===== src/rtl/lpd_pkg.sv =====
// Shared widths, codes and types of the length prefix deframer.
// No dependencies; every other file except the defines header imports this package.
`timescale 1ns / 1ps

package lpd_pkg;

	localparam int BYTE_W      = 8;
	localparam int LEN_W       = 16;
	localparam int QUEUE_DEPTH = 4;

	localparam logic [LEN_W-1:0] MAX_LEN_RST = 16'hFFFF;

	// Input operation codes.
	localparam logic OP_BYTE    = 1'b0;
	localparam logic OP_RESTART = 1'b1;

	// One classified result travelling from the front to the back.
	typedef struct packed {
		logic              is_err;
		logic [BYTE_W-1:0] data;
		logic              last;
	} lpd_cmd_t;

	// Queue status seen by the front and the back.
	typedef struct packed {
		logic full;
		logic empty;
	} lpd_qstat_t;

endpackage


===== src/rtl/lpd_in_if.sv =====
// Input channel of the deframer: stream byte or restart request.
// Depends on lpd_pkg.
`timescale 1ns / 1ps

interface lpd_in_if;
	import lpd_pkg::*;

	logic              valid;
	logic              ready;
	logic              op;
	logic [BYTE_W-1:0] data;

	modport source (output valid, output op, output data, input ready);
	modport sink (input valid, input op, input data, output ready);
endinterface


===== src/rtl/lpd_out_if.sv =====
// Output channel of the deframer: payload byte, last marker and error flag.
// Depends on lpd_pkg.
`timescale 1ns / 1ps

interface lpd_out_if;
	import lpd_pkg::*;

	logic              valid;
	logic              ready;
	logic [BYTE_W-1:0] payload;
	logic              last;
	logic              error;

	modport source (output valid, output payload, output last, output error, input ready);
	modport sink (input valid, input payload, input last, input error, output ready);
endinterface


===== src/rtl/lpd_front.sv =====
// Front part: accepts requests, tracks the length prefix and frame state,
// and pushes classified results into the queue. Depends on lpd_pkg.
`timescale 1ns / 1ps

module lpd_front (
	input  logic                      clk,
	input  logic                      arst_n,
	lpd_in_if.sink                    in_ch,
	input  logic                      cfg_wr_en,
	input  logic [lpd_pkg::LEN_W-1:0] cfg_wr_data,
	input  lpd_pkg::lpd_qstat_t       qstat,
	output logic                      push,
	output lpd_pkg::lpd_cmd_t         push_cmd
);
	import lpd_pkg::*;

	typedef enum logic [2:0] {
		PH_HIGH = 3'b001,
		PH_LOW  = 3'b010,
		PH_BODY = 3'b100
	} phase_t;

	phase_t            phase_q, phase_n;
	logic [BYTE_W-1:0] len_hi_q, len_hi_n;
	logic [LEN_W-1:0]  remaining_q, remaining_n;
	logic              violated_q, violated_n;
	logic [LEN_W-1:0]  max_len_q;
	logic [LEN_W-1:0]  frame_len;
	logic              accept;

	// A request is taken whenever the queue has room.
	assign in_ch.ready = !qstat.full;
	assign accept      = in_ch.valid && in_ch.ready;
	assign frame_len   = {len_hi_q, in_ch.data};

	// Parse the stream and classify each accepted request.
	always_comb begin
		phase_n     = phase_q;
		len_hi_n    = len_hi_q;
		remaining_n = remaining_q;
		violated_n  = violated_q;
		push        = 1'b0;
		push_cmd    = '0;
		if (accept) begin
			if (in_ch.op == OP_RESTART) begin
				phase_n     = PH_HIGH;
				len_hi_n    = '0;
				remaining_n = '0;
				violated_n  = 1'b0;
			end else if (!violated_q) begin
				unique case (phase_q)
					PH_HIGH: begin
						len_hi_n = in_ch.data;
						phase_n  = PH_LOW;
					end
					PH_LOW: begin
						phase_n     = PH_HIGH;
						remaining_n = '0;
						if (frame_len > max_len_q) begin
							// Oversized prefix: report once, then drop until restart.
							violated_n      = 1'b1;
							push            = 1'b1;
							push_cmd.is_err = 1'b1;
						end else if (frame_len != '0) begin
							phase_n     = PH_BODY;
							remaining_n = frame_len;
						end
					end
					PH_BODY: begin
						remaining_n   = remaining_q - LEN_W'(1);
						push          = 1'b1;
						push_cmd.data = in_ch.data;
						push_cmd.last = (remaining_q == LEN_W'(1));
						if (remaining_q == LEN_W'(1)) begin
							phase_n = PH_HIGH;
						end
					end
					default: begin
						phase_n = PH_HIGH;
					end
				endcase
			end
		end
	end

	// Parse state registers.
	always_ff @(posedge clk or negedge arst_n) begin
		if (!arst_n) begin
			phase_q     <= PH_HIGH;
			len_hi_q    <= '0;
			remaining_q <= '0;
			violated_q  <= 1'b0;
		end else begin
			phase_q     <= phase_n;
			len_hi_q    <= len_hi_n;
			remaining_q <= remaining_n;
			violated_q  <= violated_n;
		end
	end

	// Frame length limit register.
	always_ff @(posedge clk or negedge arst_n) begin
		if (!arst_n) begin
			max_len_q <= MAX_LEN_RST;
		end else if (cfg_wr_en) begin
			max_len_q <= cfg_wr_data;
		end
	end

endmodule


===== src/rtl/lpd_queue.sv =====
// Short result queue between the front and the back parts.
// Depends on lpd_pkg.
`timescale 1ns / 1ps

module lpd_queue #(
	parameter int DEPTH = lpd_pkg::QUEUE_DEPTH
) (
	input  logic                clk,
	input  logic                arst_n,
	input  logic                push,
	input  lpd_pkg::lpd_cmd_t   push_cmd,
	input  logic                pop,
	output lpd_pkg::lpd_cmd_t   head_cmd,
	output lpd_pkg::lpd_qstat_t qstat
);
	import lpd_pkg::*;

	localparam int AW = $clog2(DEPTH);
	localparam int CW = $clog2(DEPTH + 1);

	lpd_cmd_t        entry_q [DEPTH];
	logic [AW-1:0]   wr_ptr_q;
	logic [AW-1:0]   rd_ptr_q;
	logic [CW-1:0]   count_q;

	assign qstat.full  = (count_q == CW'(DEPTH));
	assign qstat.empty = (count_q == '0);
	assign head_cmd    = entry_q[rd_ptr_q];

	// Entry storage; written at the tail.
	always_ff @(posedge clk) begin
		if (push) begin
			entry_q[wr_ptr_q] <= push_cmd;
		end
	end

	// Pointers and fill count.
	always_ff @(posedge clk or negedge arst_n) begin
		if (!arst_n) begin
			wr_ptr_q <= '0;
			rd_ptr_q <= '0;
			count_q  <= '0;
		end else begin
			if (push) begin
				wr_ptr_q <= (wr_ptr_q == AW'(DEPTH - 1)) ? '0 : wr_ptr_q + AW'(1);
			end
			if (pop) begin
				rd_ptr_q <= (rd_ptr_q == AW'(DEPTH - 1)) ? '0 : rd_ptr_q + AW'(1);
			end
			if (push && !pop) begin
				count_q <= count_q + CW'(1);
			end else if (pop && !push) begin
				count_q <= count_q - CW'(1);
			end
		end
	end

endmodule


===== src/rtl/lpd_back.sv =====
// Back part: takes results from the queue and forms the output request
// in a registered output stage. Depends on lpd_pkg.
`timescale 1ns / 1ps

module lpd_back (
	input  logic                clk,
	input  logic                arst_n,
	input  lpd_pkg::lpd_qstat_t qstat,
	input  lpd_pkg::lpd_cmd_t   head_cmd,
	output logic                pop,
	lpd_out_if.source           out_ch
);
	import lpd_pkg::*;

	logic              valid_q;
	logic [BYTE_W-1:0] payload_q;
	logic              last_q;
	logic              error_q;

	// Load the output stage when it is empty or being drained.
	assign pop = !qstat.empty && (!valid_q || out_ch.ready);

	assign out_ch.valid   = valid_q;
	assign out_ch.payload = payload_q;
	assign out_ch.last    = last_q;
	assign out_ch.error   = error_q;

	// Output valid flag.
	always_ff @(posedge clk or negedge arst_n) begin
		if (!arst_n) begin
			valid_q <= 1'b0;
		end else if (pop) begin
			valid_q <= 1'b1;
		end else if (out_ch.ready) begin
			valid_q <= 1'b0;
		end
	end

	// Output payload; an error result carries a zero byte and no last mark.
	always_ff @(posedge clk) begin
		if (pop) begin
			payload_q <= head_cmd.is_err ? '0 : head_cmd.data;
			last_q    <= head_cmd.last && !head_cmd.is_err;
			error_q   <= head_cmd.is_err;
		end
	end

endmodule


===== src/rtl/length_prefix_deframer.sv =====
// Length prefix deframer: the result of an accepted byte is written into the
// result queue and then into the registered output stage. Throughput is one
// byte per cycle while the result queue has room, set by the front parse stage;
// the result queue holds QUEUE_DEPTH entries while the output stalls. Reset clears
// the parse state, the queue and the output stage, and sets the frame length limit to 65535.
`timescale 1ns / 1ps

module length_prefix_deframer #(
	parameter int QUEUE_DEPTH = lpd_pkg::QUEUE_DEPTH
) (
	input  logic                      clk,
	input  logic                      arst_n,
	lpd_in_if.sink                    in_ch,
	lpd_out_if.source                 out_ch,
	input  logic                      cfg_wr_en,
	input  logic [lpd_pkg::LEN_W-1:0] cfg_wr_data
);
	import lpd_pkg::*;

	lpd_qstat_t qstat;
	lpd_cmd_t   push_cmd;
	lpd_cmd_t   head_cmd;
	logic       push;
	logic       pop;

	// Parse and classify.
	lpd_front u_front (
		.clk         (clk),
		.arst_n      (arst_n),
		.in_ch       (in_ch),
		.cfg_wr_en   (cfg_wr_en),
		.cfg_wr_data (cfg_wr_data),
		.qstat       (qstat),
		.push        (push),
		.push_cmd    (push_cmd)
	);

	// Decoupling queue.
	lpd_queue #(
		.DEPTH (QUEUE_DEPTH)
	) u_queue (
		.clk      (clk),
		.arst_n   (arst_n),
		.push     (push),
		.push_cmd (push_cmd),
		.pop      (pop),
		.head_cmd (head_cmd),
		.qstat    (qstat)
	);

	// Output stage.
	lpd_back u_back (
		.clk      (clk),
		.arst_n   (arst_n),
		.qstat    (qstat),
		.head_cmd (head_cmd),
		.pop      (pop),
		.out_ch   (out_ch)
	);

endmodule


===== src/flat_wrapper.sv =====
// flat-port wrapper written by rule: the top's interface ports become plain ports
module length_prefix_deframer_flat import lpd_pkg::*;
#(
	parameter int QUEUE_DEPTH = lpd_pkg::QUEUE_DEPTH
)
  (clk, arst_n, cfg_wr_en, cfg_wr_data, in_ch_valid, in_ch_op, in_ch_data, in_ch_ready, out_ch_valid, out_ch_payload, out_ch_last, out_ch_error, out_ch_ready);
  lpd_in_if in_ch_i ();
  lpd_out_if out_ch_i ();
  input  logic clk;
  input  logic arst_n;
  input  logic cfg_wr_en;
  input  logic [lpd_pkg::LEN_W-1:0] cfg_wr_data;
  input wire logic [$bits(in_ch_i.valid)-1:0] in_ch_valid;
  input wire logic [$bits(in_ch_i.op)-1:0] in_ch_op;
  input wire logic [$bits(in_ch_i.data)-1:0] in_ch_data;
  output wire logic [$bits(in_ch_i.ready)-1:0] in_ch_ready;
  output wire logic [$bits(out_ch_i.valid)-1:0] out_ch_valid;
  output wire logic [$bits(out_ch_i.payload)-1:0] out_ch_payload;
  output wire logic [$bits(out_ch_i.last)-1:0] out_ch_last;
  output wire logic [$bits(out_ch_i.error)-1:0] out_ch_error;
  input wire logic [$bits(out_ch_i.ready)-1:0] out_ch_ready;
  assign in_ch_i.valid = in_ch_valid;
  assign in_ch_i.op = in_ch_op;
  assign in_ch_i.data = in_ch_data;
  assign in_ch_ready = in_ch_i.ready;
  assign out_ch_valid = out_ch_i.valid;
  assign out_ch_payload = out_ch_i.payload;
  assign out_ch_last = out_ch_i.last;
  assign out_ch_error = out_ch_i.error;
  assign out_ch_i.ready = out_ch_ready;
  length_prefix_deframer #(.QUEUE_DEPTH(QUEUE_DEPTH)) u_core (.clk(clk), .arst_n(arst_n), .in_ch(in_ch_i), .out_ch(out_ch_i), .cfg_wr_en(cfg_wr_en), .cfg_wr_data(cfg_wr_data));
endmodule

===== config.mk =====
export PLATFORM = sky130hd
export DESIGN_NAME = length_prefix_deframer_flat
export DESIGN_NICKNAME = d
export VERILOG_FILES = /design/src/rtl/lpd_pkg.sv /design/src/rtl/lpd_in_if.sv /design/src/rtl/lpd_out_if.sv /design/src/rtl/lpd_front.sv /design/src/rtl/lpd_queue.sv /design/src/rtl/lpd_back.sv /design/src/rtl/length_prefix_deframer.sv /design/src/flat_wrapper.sv
export SDC_FILE = /design/constraint.sdc
export NUM_CORES = 1
export LEC_CHECK = 0
export ABC_AREA = 1
export ABC_CLOCK_PERIOD_IN_PS = 6100
export BUFFER_PORTS_ARGS = -buffer_cell sky130_fd_sc_hd__buf_2
export CAP_MARGIN = 25
export CORE_MARGIN = 10
export CORE_UTILIZATION = 30
export CTS_BUF_LIST = sky130_fd_sc_hd__clkbuf_2
export DETAILED_ROUTE_END_ITERATION = 8
export PLACE_DENSITY = 0.55
export RECOVER_POWER = 50
export SLEW_MARGIN = 20
export SYNTH_ARGS = -nofsm -noshare
export SYNTH_HDL_FRONTEND = slang
export SYNTH_SLANG_ARGS = --single-unit

===== constraint.sdc =====
create_clock -name clk -period 6.1 [get_ports clk]
set_input_delay 0.305 -clock clk [delete_from_list [all_inputs] [get_ports clk]]
set_output_delay 0.305 -clock clk [all_outputs]
set_load 0.01 [all_outputs]

==> summary.md <==
| Metric | Value |
|---|---|
| Sequential-to-total area share from yosys stat | `54.2%` |
| Vias in the first global route | `slightly below 4000` |
| FMAX | `roughly 300 MHz` |
| Layout cell share with drive strength beyond 1 | `11.6%` |
| Min cycle time layout | `roughly 3.4 ns` |
| DP Area | `0.00564 mm^2` |
| Most instantiated cells after synthesis | `nand2_1 (171), inv_1 (72), nor2_1 (64), o21ai_0 (53), edfxtp_1 (50)` |
| DRT Pass-1 Iters | `4` |
| Met2 Track Usage GR | `16.9%` |
| Ys async rst share | `51.0%` |
| CP cell instances | `inv_2, nand3_1, inv_1, nand2_1, nand2_1, inv_2, nor2_1` |
| Top delay family on crit path | `simple AND/OR/NAND/NOR gates` |
| GRT busiest layer | `met2` |
| P_leak | `2.85 nW` |
| CP endpoint kind | `flop` |
| DRT Wirelength | `11.5 mm` |
| Routed vias | `3916` |
| N_diodes | `0` |
| Synth Flop Type | `edfxtp_1` |
| Clock skew | `0.0316 ns` |
| Global Route Usage Sum | `10.0%` |
| Maximum clock insertion buffer count | `2` |
| CP Data Required Time | `6.34 ns` |
| Die Ht | `152 um` |
| Mean Syn Cell Area | `a little under 9 um^2` |
| Fin. max-slew vios | `53` |
| Num ports | `42` |
| R2r worst-path depth | `7` |
| Area share of the largest cell type after synthesis | `28.8%` |
| Via/cell ratio | `4.41` |
| Violated checks | `capacitance limit, slew limit` |
| # H-tree levels | `3` |
| FF-to-FF setup slack | `2.71 ns` |
| Core Util, Final | `between 30% and 40%` |
| Avg WL per Cell | `12.9 um` |
| Largest net degree at the start of global routing | `53` |
| Area of the core | `approximately 0.017 mm^2` |
| Hold Crit Class | `input pin to flop` |
| CP max stage delay | `0.72 ns` |
| Worst skew pair latency | `0.60 ns` |
| Max_slew headroom | `-93.7%` |
| Post-route ant nets | `0` |
| Global route overflow | `0` |
| Worst path arrival time | `3.63 ns` |
| Post-synth EDFFs | `50` |
| Fin nets | `713` |
| DP HPWL | `roughly 8.2 mm` |
| Hold depth | `5` |
| Rows | `48` |
| Filler Cells Inserted | `1829` |
| TritonCTS clock tree | `yes` |
| Starting Density | `30.3%` |
| RSZ-0062 raised after global routing | `no` |
| Critical Path Stages | `7` |
| Run status | `finished, violations left` |
| Drt drc | `0` |
| First-pass GRT wire length | `19.5 mm` |
| Gpl congestion | `0.826` |
| Crit path buffers/inverters | `3` |
| Crit path max fanout | `25` |
| WS Path Type | `flop to flop` |
| Synthesized cell area | `roughly 0.0052 mm^2` |
| Post-Syn Nets | `between 600 and 700` |
| Crit path max-delay cell type | `nor2_1` |
| PD cells | `about 370 mW/mm^2` |
| Routing usage on met3 | `under 10%` |
| Synthesized instance count | `595` |
| Clock root buffer | `clkbuf_2` |
| Post-CTS resize count | `0` |
| Routing usage on met1 | `between 10% and 20%` |
| Synth cell types | `40` |
| Final-report setup violation count | `0` |
| Die X | `between 150 and 200 um` |
| Cell taking the most area after synthesis | `edfxtp_1` |
| Cell with the most instances after synthesis | `nand2_1` |
| Synth area leaders | `edfxtp_1 (29%), dfrtp_1 (17%), nand2_1 (12%), dfstp_2 (8.6%), ha_1 (5.8%)` |
| Worst-Margin Slew | `2.91 ns` |
| 1st-iter DRT viols | `196` |
| Element type at the critical path start | `flop` |
| Final Hold Fails | `0` |
| Initial antenna violation count | `0` |
| Synth Warn # | `0` |
| Final instance area | `roughly 0.0059 mm^2` |
| # clock sinks | `roughly 100` |
| #FFs+latches synth | `just over 100` |
| Clock transition at the registers of the reported paths | `0.28 ns` |
| Area delta synth->final | `13.8%` |
| Final worst path period share | `55.6%` |
| Setup TNS | `0 ns` |
| Port Buffers | `between 40 and 50` |
| VDD IR max | `0.202 mV` |
| Maximum Capacitance Violations | `1` |
| CTS buffer count | `9` |
| Die ar. | `~0.023 mm^2` |
[path summary, 6_finish.rpt]
kind,startpoint,end
worst max-delay path,u_core.u_front.phase_q[1],u_core.u_queue.entry_q[2][6]
worst min-delay path,in_ch_data[0],u_core.u_front.remaining_q[0]
worst max register to register,u_core.u_front.phase_q[1],u_core.u_queue.entry_q[2][6]
worst min register to register,u_core.u_front.max_len_q[13],u_core.u_front.max_len_q[13]
max in group asynchronous,arst_n,u_core.u_queue.rd_ptr_q[1]
min in group asynchronous,arst_n,u_core.u_front.len_hi_q[0]
[per-stage QoR]
step	setup WS [ns]	hold WS, ns	std cells	power (mW)
after floorplan	3.56	0.00941	595	1.68
after global placement	3.18	0.479	849	1.92
after detailed placement	3.15	0.484	849	1.92
after CTS	3.11	0.0100	888	2.24
after global routing	2.20	0.0349	888	2.41
final	2.71	0.0617	888	2.19
[power breakdown]
group,switching (mW),internal [mW]
Clock,0.241,0.0596
Combinational,0.582,0.304
Sequential,0.131,0.875
[layer usage]
layer  up-vias  routed length, um  part of all wire, %
met4         0                 72                 0.63
met5         -                  0                    0
met1      1786               5350                   47
li1       2046                  -                    -
met2        77               5440                   47
met3         7                629                  5.5
[final cells by class]
type                            count  area [um^2]  area share, %
Clock buffer                        9         45.0          0.760
Clock inverter                      7         55.1          0.928
Inverter                           80          303           5.11
Multi-Input combinational cell    399         1990           33.6
Sequential cell                   102         2820           47.6
Tap cell                          225          282           4.75
Timing Repair Buffer               66          428           7.22
[worst min-delay path, delay by kind of cell]
kind,cells,cell delay (ns)
simple gates,4,0.20
buf+inv,1,0.13
[placed cells by master, fill, tap and decap left out, types with 2 or more instances in the layout]
master,Yosys,routed
inv_2,5,3
a21oi_1,26,26
ha_1,24,24
xor2_1,3,3
dfstp_2,17,17
nor2_1,64,64
clkinv_2,0,2
edfxtp_1,50,50
nor3_1,2,2
dlygate4sd3_1,0,23
nand2_2,4,3
o21ai_1,4,4
clkbuf_1,7,14
o22ai_1,9,9
nor4_1,4,4
inv_6,0,2
dfrtp_1,35,35
buf_2,4,29
nor3_2,2,2
nand2_1,171,172
nand3_1,10,12
clkinv_1,2,2
nand4_1,7,8
o21ai_0,53,53
inv_1,72,74
clkbuf_2,0,9
[registers in the layout, summed over array words and instances (netlist names)]
name                          cells
u_core.u_back.out_ch.payload      8
u_core.u_front.max_len_q         16
u_core.u_front.phase_q            3
u_core.u_queue.wr_ptr_q           2
u_core.u_back.out_ch.error        1
u_core.u_front.remaining_q       16
u_core.u_back.out_ch.valid        1
u_core.u_queue.count_q            3
u_core.u_front.len_hi_q           8
u_core.u_back.out_ch.last         1
u_core.u_front.violated_q         1
u_core.u_queue.rd_ptr_q           2
u_core.u_queue.entry_q           40
[cell families after synthesis]
| family | count (synthesis) | share of synthesized area [%] |
|---|---|---|
| flip-flops | 102 | 54.2 |
| buffers and inverters | 94 | 7.20 |
| AO/OA/AOI/OAI | 97 | 9.94 |
| AND/OR/NAND/NOR | 272 | 21.7 |
| XOR/XNOR | 4 | 0.672 |
| adder cells (fa/ha/maj) | 25 | 6.15 |
| multiplexers | 1 | 0.216 |
[repair_timing]
item,in CTS,in global routing
hold buffers,23,0
setup buffers,0,0
hold endpoints to repair,57,0
setup endpoints to repair,0,0
(Power assumes the default switching activity.)
